==> config.mk <==
export PLATFORM = sky130hd
export DESIGN_NAME = line_filter_with_context_top
export DESIGN_NICKNAME = d
export VERILOG_FILES = /design/src/rtl/lfc_pkg.sv /design/src/rtl/lfc_cell.sv /design/src/rtl/lfc_ctl.sv /design/src/rtl/line_filter_with_context_top.sv
export SDC_FILE = /design/constraint.sdc
export NUM_CORES = 2
export LEC_CHECK = 0
export BUFFER_PORTS_ARGS = -buffer_cell sky130_fd_sc_hd__buf_4
export CORE_MARGIN = 2
export CORE_UTILIZATION = 40
export DETAILED_ROUTE_END_ITERATION = 16
export SKIP_LAST_GASP = 1
export SYNTH_ARGS = -nofsm -noshare
export SYNTH_HDL_FRONTEND = slang
export SYNTH_HIERARCHICAL = 1
export SYNTH_SLANG_ARGS = --single-unit
==> constraint.sdc <==
create_clock -name clk -period 16.86 [get_ports clk]
set_clock_uncertainty 0.2 [all_clocks]
set_input_delay 0.843 -clock clk [delete_from_list [all_inputs] [get_ports clk]]
set_output_delay 0.843 -clock clk [all_outputs]
set_load 0.02 [all_outputs]
==> src/rtl/lfc_pkg.sv <==
// Package: types and constants for the line filter.
package lfc_pkg;
    localparam int PATTERN_MAX = 128;
    localparam int MAX_CONTEXT = 63;
    localparam int PAT_W = 8;
    localparam logic [1:0] REQ_TEXT = 2'd0;
    localparam logic [1:0] REQ_LOAD = 2'd1;
    localparam logic [1:0] REQ_END  = 2'd2;
    localparam logic [1:0] CFG_PLEN = 2'd0;
    localparam logic [1:0] CFG_CTX  = 2'd1;
    localparam logic [1:0] CFG_MODE = 2'd2;
    localparam logic [1:0] CFG_CNT  = 2'd3;
    localparam logic [1:0] MODE_BEFORE = 2'd0;
    localparam logic [1:0] MODE_AFTER  = 2'd1;

    typedef struct packed {
        logic [1:0] req_type;
        logic [7:0] char_value;
        logic [6:0] pattern_index;
        logic       end_of_line;
    } in_item_t;

    typedef struct packed {
        logic        result_kind;
        logic [15:0] line_index;
        logic [16:0] match_count;
        logic        last;
    } out_item_t;

    // Control broadcast along the cell row.
    typedef struct packed {
        logic       shift;
        logic       clear;
        logic       load;
        logic [6:0] load_idx;
        logic [7:0] ch;
        logic [7:0] plen;
    } cell_ctl_t;
endpackage

==> src/rtl/lfc_cell.sv <==
// One comparison cell: holds one pattern byte and a partial-match flag.
module lfc_cell (
    input  logic                clk,
    input  logic                rst_n,
    input  lfc_pkg::cell_ctl_t  ctl,
    input  logic [7:0]          pos,
    input  logic                prev_match,
    output logic                match
);
    import lfc_pkg::*;

    logic [7:0] pat_reg;
    logic       match_reg;
    logic       match_next;

    // Flag at cell k: the last k+1 chars equal pattern[0..k].
    always_comb
    begin
        match_next = match_reg;
        if (ctl.clear)
            match_next = 1'b0;
        else if (ctl.shift)
            match_next = prev_match && (pat_reg == ctl.ch) && (pos < ctl.plen);
    end

    always_ff @(posedge clk)
    begin
        if (ctl.load && ctl.load_idx == pos[6:0])
            pat_reg <= ctl.ch;
    end

    always_ff @(posedge clk or negedge rst_n)
    begin
        if (!rst_n)
            match_reg <= 1'b0;
        else
            match_reg <= match_next;
    end

    assign match = match_reg;
endmodule

==> src/rtl/lfc_ctl.sv <==
// Line bookkeeping and result sequencing.
module lfc_ctl (
    input  logic                clk,
    input  logic                rst_n,
    input  logic                in_valid,
    output logic                in_ready,
    input  lfc_pkg::in_item_t   in_data,
    input  logic                hit,
    input  logic [7:0]          plen,
    input  logic [5:0]          ctx_raw,
    input  logic [1:0]          mode,
    input  logic                cnt_en,
    output lfc_pkg::cell_ctl_t  ctl,
    output logic                out_valid,
    input  logic                out_ready,
    output lfc_pkg::out_item_t  out_data
);
    import lfc_pkg::*;

    typedef enum logic [1:0] {S_IDLE, S_EOL, S_EMIT} state_t;

    state_t      state_reg, state_next;
    logic        lhm_reg, lhm_next;
    logic [15:0] cur_reg, cur_next;
    logic [16:0] nup_reg, nup_next;
    logic [5:0]  pend_reg, pend_next;
    logic [16:0] mcnt_reg, mcnt_next;
    logic [16:0] j_reg, j_next;
    logic        ov_reg, ov_next;
    out_item_t   od_reg, od_next;
    logic        acc, match_now;
    logic [16:0] start;

    assign in_ready = (state_reg == S_IDLE) && !ov_reg;
    assign acc = in_valid && in_ready;
    assign out_valid = ov_reg;
    assign out_data = od_reg;

    always_comb
    begin
        ctl.shift    = acc && in_data.req_type == REQ_TEXT;
        // Line end wipes the partial matches so none spans two lines.
        ctl.clear    = (acc && in_data.req_type == REQ_END) || state_reg == S_EOL;
        ctl.load     = acc && in_data.req_type == REQ_LOAD;
        ctl.load_idx = in_data.pattern_index;
        ctl.ch       = in_data.char_value;
        ctl.plen     = plen;
    end

    always_comb
    begin
        state_next = state_reg;
        lhm_next   = lhm_reg;
        cur_next   = cur_reg;
        nup_next   = nup_reg;
        pend_next  = pend_reg;
        mcnt_next  = mcnt_reg;
        j_next     = j_reg;
        ov_next    = ov_reg && !out_ready;
        od_next    = od_reg;
        match_now  = lhm_reg || plen == 8'd0;
        start      = ({1'b0, cur_reg} >= {11'd0, ctx_raw})
                   ? ({1'b0, cur_reg} - {11'd0, ctx_raw}) : 17'd0;
        if (start < nup_reg)
            start = nup_reg;
        case (state_reg)
            S_IDLE:
            begin
                if (acc)
                begin
                    case (in_data.req_type)
                        REQ_TEXT:
                            if (in_data.end_of_line)
                                state_next = S_EOL;
                        REQ_END:
                        begin
                            if (cnt_en)
                            begin
                                ov_next = 1'b1;
                                od_next = '{1'b1, 16'd0, mcnt_reg, 1'b1};
                            end
                            lhm_next = 1'b0; cur_next = '0; nup_next = '0;
                            pend_next = '0; mcnt_next = '0;
                        end
                        default: ;
                    endcase
                end
            end
            S_EOL:
            begin
                // Cell row has taken the final char; its hit is now valid.
                match_now = lhm_reg || hit || plen == 8'd0;
                if (match_now && mcnt_reg != 17'h10000)
                    mcnt_next = mcnt_reg + 17'd1;
                state_next = S_IDLE;
                lhm_next = 1'b0;
                if (ctx_raw == 6'd0)
                begin
                    if (match_now && {1'b0, cur_reg} >= nup_reg)
                    begin
                        ov_next = 1'b1;
                        od_next = '{1'b0, cur_reg, 17'd0, 1'b1};
                        nup_next = {1'b0, cur_reg} + 17'd1;
                    end
                end
                else if (mode == MODE_BEFORE)
                begin
                    // Saturated line counter may leave nothing new to print.
                    if (match_now && start <= {1'b0, cur_reg})
                    begin
                        j_next = start;
                        state_next = S_EMIT;
                    end
                end
                else if (mode == MODE_AFTER)
                begin
                    if (match_now || pend_reg != 6'd0)
                    begin
                        pend_next = match_now ? ctx_raw : pend_reg - 6'd1;
                        if ({1'b0, cur_reg} >= nup_reg)
                        begin
                            ov_next = 1'b1;
                            od_next = '{1'b0, cur_reg, 17'd0, 1'b1};
                            nup_next = {1'b0, cur_reg} + 17'd1;
                        end
                    end
                end
                if (state_next == S_IDLE && cur_reg != 16'hFFFF)
                    cur_next = cur_reg + 16'd1;
            end
            S_EMIT:
            begin
                if (!ov_reg || out_ready)
                begin
                    ov_next = 1'b1;
                    od_next = '{1'b0, j_reg[15:0], 17'd0, j_reg == {1'b0, cur_reg}};
                    nup_next = j_reg + 17'd1;
                    j_next = j_reg + 17'd1;
                    if (j_reg == {1'b0, cur_reg})
                    begin
                        state_next = S_IDLE;
                        if (cur_reg != 16'hFFFF)
                            cur_next = cur_reg + 16'd1;
                    end
                end
            end
            default: state_next = S_IDLE;
        endcase
        // Previous char's hit folds into the line flag when the next char enters.
        if (state_reg == S_IDLE && acc && in_data.req_type == REQ_TEXT && hit)
            lhm_next = 1'b1;
    end

    always_ff @(posedge clk or negedge rst_n)
    begin
        if (!rst_n)
        begin
            state_reg <= S_IDLE;
            lhm_reg   <= 1'b0;
            cur_reg   <= '0;
            nup_reg   <= '0;
            pend_reg  <= '0;
            mcnt_reg  <= '0;
            j_reg     <= '0;
            ov_reg    <= 1'b0;
            od_reg    <= '0;
        end
        else
        begin
            state_reg <= state_next;
            lhm_reg   <= lhm_next;
            cur_reg   <= cur_next;
            nup_reg   <= nup_next;
            pend_reg  <= pend_next;
            mcnt_reg  <= mcnt_next;
            j_reg     <= j_next;
            ov_reg    <= ov_next;
            od_reg    <= od_next;
        end
    end
endmodule

==> src/rtl/line_filter_with_context_top.sv <==
// Top level: grep-style line filter with context lines.
// A line-end result is registered in state S_EOL, in before mode in S_EMIT; an
// end-of-text count as its beat is taken. Input waits while a result is held.
// Throughput: 1 beat per cycle for mid-line chars and loads while no result is
// held; a line end runs S_EOL, in before mode then S_EMIT per line (up to 64).
// Reset: async active low; registers to reset values, pattern store undefined.
module line_filter_with_context_top (
    input  logic               clk,
    input  logic               rst_n,
    input  logic               in_valid,
    output logic               in_ready,
    input  lfc_pkg::in_item_t  in_data,
    output logic               out_valid,
    input  logic               out_ready,
    output lfc_pkg::out_item_t out_data,
    input  logic               cfg_valid,
    output logic               cfg_ready,
    input  logic [1:0]         cfg_index,
    input  logic [7:0]         cfg_data
);
    import lfc_pkg::*;

    logic [7:0] plen_reg;
    logic [5:0] ctx_reg;
    logic [1:0] mode_reg;
    logic       cnt_reg;
    logic [7:0] plen_eff;
    logic [5:0] ctx_eff;
    logic [1:0] mode_eff;
    cell_ctl_t  ctl;
    logic [PATTERN_MAX:0] chain;
    logic       hit;

    assign cfg_ready = 1'b1;

    // Out-of-range config values clamp: length to PATTERN_MAX, context to MAX_CONTEXT.
    assign plen_eff = (plen_reg > 8'(PATTERN_MAX)) ? 8'(PATTERN_MAX) : plen_reg;
    assign ctx_eff  = (ctx_reg > 6'(MAX_CONTEXT)) ? 6'(MAX_CONTEXT) : ctx_reg;
    assign mode_eff = mode_reg;

    always_ff @(posedge clk or negedge rst_n)
    begin
        if (!rst_n)
        begin
            plen_reg <= '0;
            ctx_reg  <= '0;
            mode_reg <= 2'd2;
            cnt_reg  <= 1'b0;
        end
        else if (cfg_valid)
        begin
            case (cfg_index)
                CFG_PLEN: plen_reg <= cfg_data;
                CFG_CTX:  ctx_reg  <= cfg_data[5:0];
                CFG_MODE: mode_reg <= cfg_data[1:0];
                CFG_CNT:  cnt_reg  <= cfg_data[0];
                default: ;
            endcase
        end
    end

    // Cell k matches when the last k+1 chars equal pattern[0..k]; chain[0] is
    // the always-true seed. A full hit is the flag of cell plen-1.
    assign chain[0] = 1'b1;
    genvar k;
    generate
        for (k = 0; k < PATTERN_MAX; k++)
        begin : g_cell
            lfc_cell u_cell (
                .clk        (clk),
                .rst_n      (rst_n),
                .ctl        (ctl),
                .pos        (8'(k)),
                .prev_match (chain[k]),
                .match      (chain[k+1])
            );
        end
    endgenerate

    assign hit = (plen_eff != 8'd0) && chain[plen_eff];

    lfc_ctl u_ctl (
        .clk       (clk),
        .rst_n     (rst_n),
        .in_valid  (in_valid),
        .in_ready  (in_ready),
        .in_data   (in_data),
        .hit       (hit),
        .plen      (plen_eff),
        .ctx_raw   (ctx_eff),
        .mode      (mode_eff),
        .cnt_en    (cnt_reg),
        .ctl       (ctl),
        .out_valid (out_valid),
        .out_ready (out_ready),
        .out_data  (out_data)
    );
endmodule

Word-level counts from Yosys, hierarchy flattened

Cells that the tools add are included.

Output and inout bits: 38
Bits of input ports: 33
Logic and storage cells: 1,462
Bits in registers: 1,281

Order comparisons: 135
Reductions and logical operators: 431
Add/sub/neg operators: 6
Eq/ne operators: 289
Muxes and demuxes: 329

Operators with widths:

| cell                                              | number |
|---|---|
| == test 8 bit                                     | 128 |
| < comparator 7 x 8 -> 1 bit, first input constant | 64 |
| == test 7 bit, second input constant              | 64 |
| logical AND 1 bit                                 | 397 |
| two-way mux 35 bit                                | 10 |
| two-way mux 1 bit                                 | 270 |
| < comparator 6 x 8 -> 1 bit, first input constant | 32 |
| two-way mux 17 bit                                | 15 |
| == test 7 x 6 -> 1 bit, second input constant     | 32 |
| < comparator 5 x 8 -> 1 bit, first input constant | 16 |
| == test 7 x 5 -> 1 bit, second input constant     | 16 |
| case mux 35 bit (3 select lines)                  | 1 |
| two-way mux 16 bit                                | 6 |
| case mux 17 bit (2 select lines)                  | 2 |
| < comparator 4 x 8 -> 1 bit, first input constant | 8 |
| == test 7 x 4 -> 1 bit, second input constant     | 8 |
| case mux 17 bit (3 select lines)                  | 1 |
| two-way mux 6 bit                                 | 8 |
| case mux 16 bit (3 select lines)                  | 1 |
| adder 17 x 1 -> 17 bit, second input constant     | 2 |
| < comparator 3 x 8 -> 1 bit, first input constant | 4 |
| == test 7 x 3 -> 1 bit, second input constant     | 4 |
| inequality test 2 bit, second input constant      | 12 |
| two-way mux 2 bit                                 | 9 |
| 46 further kinds                                  | 80 |

Depth between registers and ports, before layout

Word-level depth: 16
Gate-level depth with buffers: 29
Mapped depth without buffers: 26

By module

The synthesis kept the hierarchy.

Modules (own cells, without submodules):

| module                       | sequential area each (µm²) | instances | area an instance (µm²) | cells each |
|---|---|---|---|---|
| lfc_cell                     | 265.3                      | 128       | 633.1                  | 58 |
| lfc_ctl                      | 2,802.7                    | 1         | 8,765.9                | 1,026 |
| line_filter_with_context_top | 426.7                      | 1         | 2,069.5                | 213 |

Worst setup path after synthesis

OpenSTA, ideal clock, no wires.

Kind: input-to-reg
Start: input in_data[17] (netlist name)
End: register u_ctl.lhm_reg
Required time: 16.547 ns
Path slack: 1.790 ns
Data arrival time: 14.757 ns
Buffers on the path: 0
Stages: 2
Library setup time: 0.113 ns
Path through: nor3_1 > a22o_1

Word-level cells in the longest chain between the ends: 5
Elaborated cells between the ends (all ways): 9
Those cells by class: eq/ne (3); mux (1); reduce/logical (5)

RTL lines:

| element                                                                | RTL line                           | RTL |
|---|---|---|
| start, declared                                                        | line_filter_with_context_top.sv:12 | `input lfc_pkg::in_item_t in_data,` |
| logical NOT 2 bit                                                      | lfc_ctl.sv:150                     | `if (state_reg == S_IDLE && acc && in_data.req_type == REQ_TEXT && hit)` |
| logical AND 1 bit (2 in a row)                                         | lfc_ctl.sv:150                     |  |
| inequality test 3 x 2 -> 1 bit (no line), or another cell as far along | -                                  |  |
| AND reduction 3 bit (no line)                                          | -                                  |  |
| end signal, assigned                                                   | lfc_ctl.sv:171                     | `lhm_reg <= lhm_next;` |
| end, declared                                                          | lfc_ctl.sv:23                      | `logic lhm_reg, lhm_next;` |

Several ways; a longest one is shown, not always the timed one.
A chain may end at the register's enable or synchronous reset.

Final worst setup path

Start: register u_ctl.cur_reg[0]
End: register u_ctl.j_reg[3]

Word-level cells in the longest chain between the ends: 8
Elaborated cells between the ends (all ways): 13
Those cells by class: add/sub (1); order compare (3); eq/ne (1); mux (6); reduce/logical (2)

RTL lines:

| element                                                                                           | RTL line                       | RTL |
|---|---|---|
| start, declared                                                                                   | lfc_ctl.sv:24                  | `logic [15:0] cur_reg, cur_next;` |
| start signal, assigned                                                                            | lfc_ctl.sv:172                 | `cur_reg <= cur_next;` |
| subtractor 16 x 6 -> 17 bit / greater-or-equal comparator 16 x 6 -> 1 bit (equally long branches) | lfc_ctl.sv:63, lfc_ctl.sv:62   |  |
| two-way mux 17 bit                                                                                | lfc_ctl.sv:63                  | `? ({1'b0, cur_reg} - {11'd0, ctx_raw}) : 17'd0;` |
| < comparator 17 bit                                                                               | lfc_ctl.sv:64                  | `if (start < nup_reg)` |
| two-way mux 17 bit                                                                                | lfc_ctl.sv:64                  |  |
| <= comparator 17 x 16 -> 1 bit / two-way mux 17 bit (equally long branches)                       | lfc_ctl.sv:109                 | `if (match_now && start <= {1'b0, cur_reg})` |
| logical AND 1 bit / two-way mux 17 bit (equally long branches)                                    | lfc_ctl.sv:109, lfc_ctl.sv:106 |  |
| inequality test 2 bit (no line) / two-way mux 17 bit (equally long branches)                      | -                              |  |
| AND reduction 5 bit (no line) / case mux 17 bit (2 select lines) (equally long branches)          | -                              |  |
| end signal, assigned                                                                              | lfc_ctl.sv:176                 | `j_reg <= j_next;` |
| end, declared                                                                                     | lfc_ctl.sv:28                  | `logic [16:0] j_reg, j_next;` |

Several ways; a longest one is shown, not always the timed one. The select of a mux whose other input is x is not followed.

==> summary.md <==
| Metric | Value |
|---|---|
| Status | `completed` |
| Post-Route WL | `256,000 um` |
| Gp weighted congestion | `0.883` |
| Setup CP Type | `reg -> reg` |
| Post-layout min period | `8.07 ns` |
| Post-route ant nets | `0` |
| Synth Instances | `8,663` |
| Synth unique cells | `82` |
| Final setup violation count | `0` |
| Worst skew pair latency | `0.85 ns` |
| Number of port buffers | `69` |
| Via count | `67,900` |
| Remaining DRCs | `0` |
| Initial DRT Pass Iterations | `6` |
| Vias in the first global route | `68,000` |
| Worst slew pin tran | `1.26 ns` |
| Post-synth EDFFs | `1,024` |
| Synth Flop Type | `edfxtp_1` |
| Setup TNS Final | `0 ns` |
| GRT Overall Usage | `21.6%` |
| CTS Root Cell | `clkbuf_16` |
| Yosys reg bits | `1,281` |
| Avg Cell Area, Syn | `10.6 um^2` |
| Starting Density | `40.3%` |
| Site Rows | `175` |
| Clock transition at path regs | `0.06 ns` |
| FMAX | `124 MHz` |
| Sequential-to-total area share from yosys stat | `40.5%` |
| Inserted Diodes | `0` |
| Crit path max fanout | `21` |
| CTS Hold Bufs | `1` |
| Ys Warns | `6` |
| Worst EP required | `17.39 ns` |
| Die X | `483 um` |
| Area growth, synth to finish | `18.4%` |
| CP endpoint kind | `register` |
| Max Root-Sink Buffers | `3` |
| CP arrival | `8.60 ns` |
| Die H | `483 um` |
| P per Cell Area | `100 nW/um^2` |
| Peak VDD IR | `0.000177 V` |
| Largest register FFs | `1,024` |
| Core Area | `228,000 um^2` |
| Max-Slew Margin vs Limit | `15.9%` |
| Largest net degree at the start of global routing | `190` |
| Commonest cells after routing, fill and taps aside | `conb_1, xor2_1, edfxtp_1, inv_1, ha_1` |
| DP Wirelength | `165,000 um` |
| Fillers | `21,100` |
| Max cap viols | `0` |
| Cts bufs inserted | `151` |
| Critical Path Source Type | `register` |
| Number of gates resized after CTS | `0` |
| Share of cells above drive strength 1 | `7.05%` |
| Storage cell area | `37,200 um^2` |
| First-pass GRT wire length | `395,000 um` |
| Starting DRT DRC Count | `3,890` |
| Vias/cell | `4.88` |
| I/O pin cnt | `71` |
| Max H-tree Level | `4` |
| Async S/R FF share, synth | `20.1%` |
| HP Class | `in -> reg` |
| Multi-input gate area | `57,700 um^2` |
| Nets@finish | `11,800` |
| Fin. Hold Viols | `0` |
| Sink Count | `1,281` |
| Final core utilization | `47.7%` |
| Max-slew violations | `0` |
| Synthesized cell area | `91,900 um^2` |
| CTS tree | `done` |
| Die area | `234,000 um^2` |
| WL/cell | `18.4 um` |
| Setup repair bufs after CTS | `0` |
| Commonest non-fill, non-tap cell in the layout | `conb_1` |
| RSZ-0062 raised after global routing | `no` |
| Final Cycle Share | `47.9%` |
| Total grt overflow | `0` |
| Lkg Pwr | `43.8 nW` |
| Initial antenna violation count | `4` |
==> power breakdown <==
part           internal (mW)  total (mW)  switching, mW
clock                   1.92        3.34           1.42
combinational           1.48        3.94           2.46
sequential              3.49        3.62          0.135
==> per-layer routing <==
metal | up-vias | track usage [%] | wire [um]
met5 | - | 0 | 0
met4 | 0 | 5.91 | 6430
met2 | 1131 | 37.0 | 122000
li1 | 33100 | - | -
met3 | 346 | 2.30 | 9230
met1 | 33400 | 29.0 | 118000
==> final cells by class <==
class                      count  area share [%]
timing repair buffer         160            1.29
inverter                     969            3.36
clock inverter                86           0.939
tap                         3009            3.46
sequential                  1281            34.2
multi-input combinational   8225            53.1
clock buffer                 195            3.69
==> cell usage after synthesis, types with 9 or more instances <==
library cell	count	area, um^2
o31a_1	129	1130
nand4_1	281	1760
a22oi_1	16	120
a211oi_1	10	75.1
or3_1	18	113
dfrtp_1	256	6410
xnor2_1	944	8270
a22o_1	10	87.6
nor4_2	257	3220
o21ai_1	128	641
inv_1	966	3630
o2111ai_1	132	1160
clkbuf_1	56	210
nor4_1	16	100
buf_4	26	195
nand4bb_1	128	1440
xor2_1	1032	9040
nor2_1	602	2260
mux4_2	12	270
o211ai_1	13	97.6
edfxtp_1	1024	30700
buf_2	20	100
mux2_2	89	1000
nor3_1	163	816
a21o_1	10	75.1
mux2i_1	32	320
o22ai_1	10	62.6
o21ai_0	183	916
a21oi_1	437	2190
nor2b_1	21	131
ha_1	959	12000
nand3_1	42	210
nand2_1	491	1840
nand3b_1	9	67.6
==> critical path, cell delays in order, from the launching register on <==
cell and delay (ns):
dfrtp_1 0.51, inv_1 0.17, ha_1 0.18, inv_1 0.05
fa_1 0.40, a21oi_1 0.29, o2111ai_1 0.42, nor3_1 0.33
xnor2_1 0.09, nor2_1 0.20, ha_1 0.28, a2111oi_0 0.38
o21ai_0 0.14, o21ai_0 0.13, a31oi_1 0.20, or3_4 0.56
mux2_2 0.35, ha_1 0.31, nand2_1 0.08, nor4_1 0.48
o31ai_1 0.17, and4b_1 0.26, o32ai_1 0.36, or2_0 0.80
nor3_1 0.27, a221oi_1 0.35
==> cells by family (layout without fill, tap and decap cells) <==
| logic type | after synthesis | after routing | share of synthesized area (%) |
|---|---|---|---|
| adder cells (fa/ha/maj) | 960 | 960 | 13.1 |
| flip-flops | 1281 | 1281 | 40.5 |
| buffers and inverters | 1077 | 1410 | 4.58 |
| XOR/XNOR | 1976 | 1976 | 18.8 |
| other | 2 | 1922 | 0.00817 |
| multiplexers | 135 | 135 | 1.77 |
| AO/OA/AOI/OAI | 1154 | 1154 | 7.81 |
| AND/OR/NAND/NOR | 2078 | 2078 | 13.4 |
==> path summary, 6_finish.rpt <==
| check | startpoint | to | slack [ns] | cells after the start |
|---|---|---|---|---|
| worst max-delay path | u_ctl/cur_reg[0] | u_ctl/j_reg[3] | 8.79 | 25 |
| worst min-delay path | cfg_data[6] | plen_reg[6] | 0.12 | 2 |
| worst max register to register | u_ctl/cur_reg[0] | u_ctl/j_reg[3] | 8.79 | 25 |
| worst min register to register | u_ctl/out_data[5] | u_ctl/out_data[5] | 0.31 | 1 |
| max in group asynchronous | rst_n | g_cell[46].u_cell/match | 13.93 | 4 |
| min in group asynchronous | rst_n | u_ctl/mcnt_reg[14] | 0.37 | 2 |
==> metrics by stage <==
| step | total power [mW] | setup slack, ns | instance area (um^2) | cells | hold WS [ns] |
|---|---|---|---|---|---|
| final | 10.9 | 8.79 | 109000 | 13900 | 0.119 |
| after detailed placement | 7.56 | 8.85 | 104000 | 13600 | 0.299 |
| after CTS | 10.9 | 8.83 | 109000 | 13900 | 0.0902 |
| after global placement | 7.49 | 8.83 | 104000 | 13600 | 0.290 |
| after floorplan | 6.55 | 1.79 | 99100 | 10600 | 0.256 |
| after global routing | 11.6 | 8.16 | 109000 | 13900 | 0.0966 |
(Power assumes the default switching activity.)
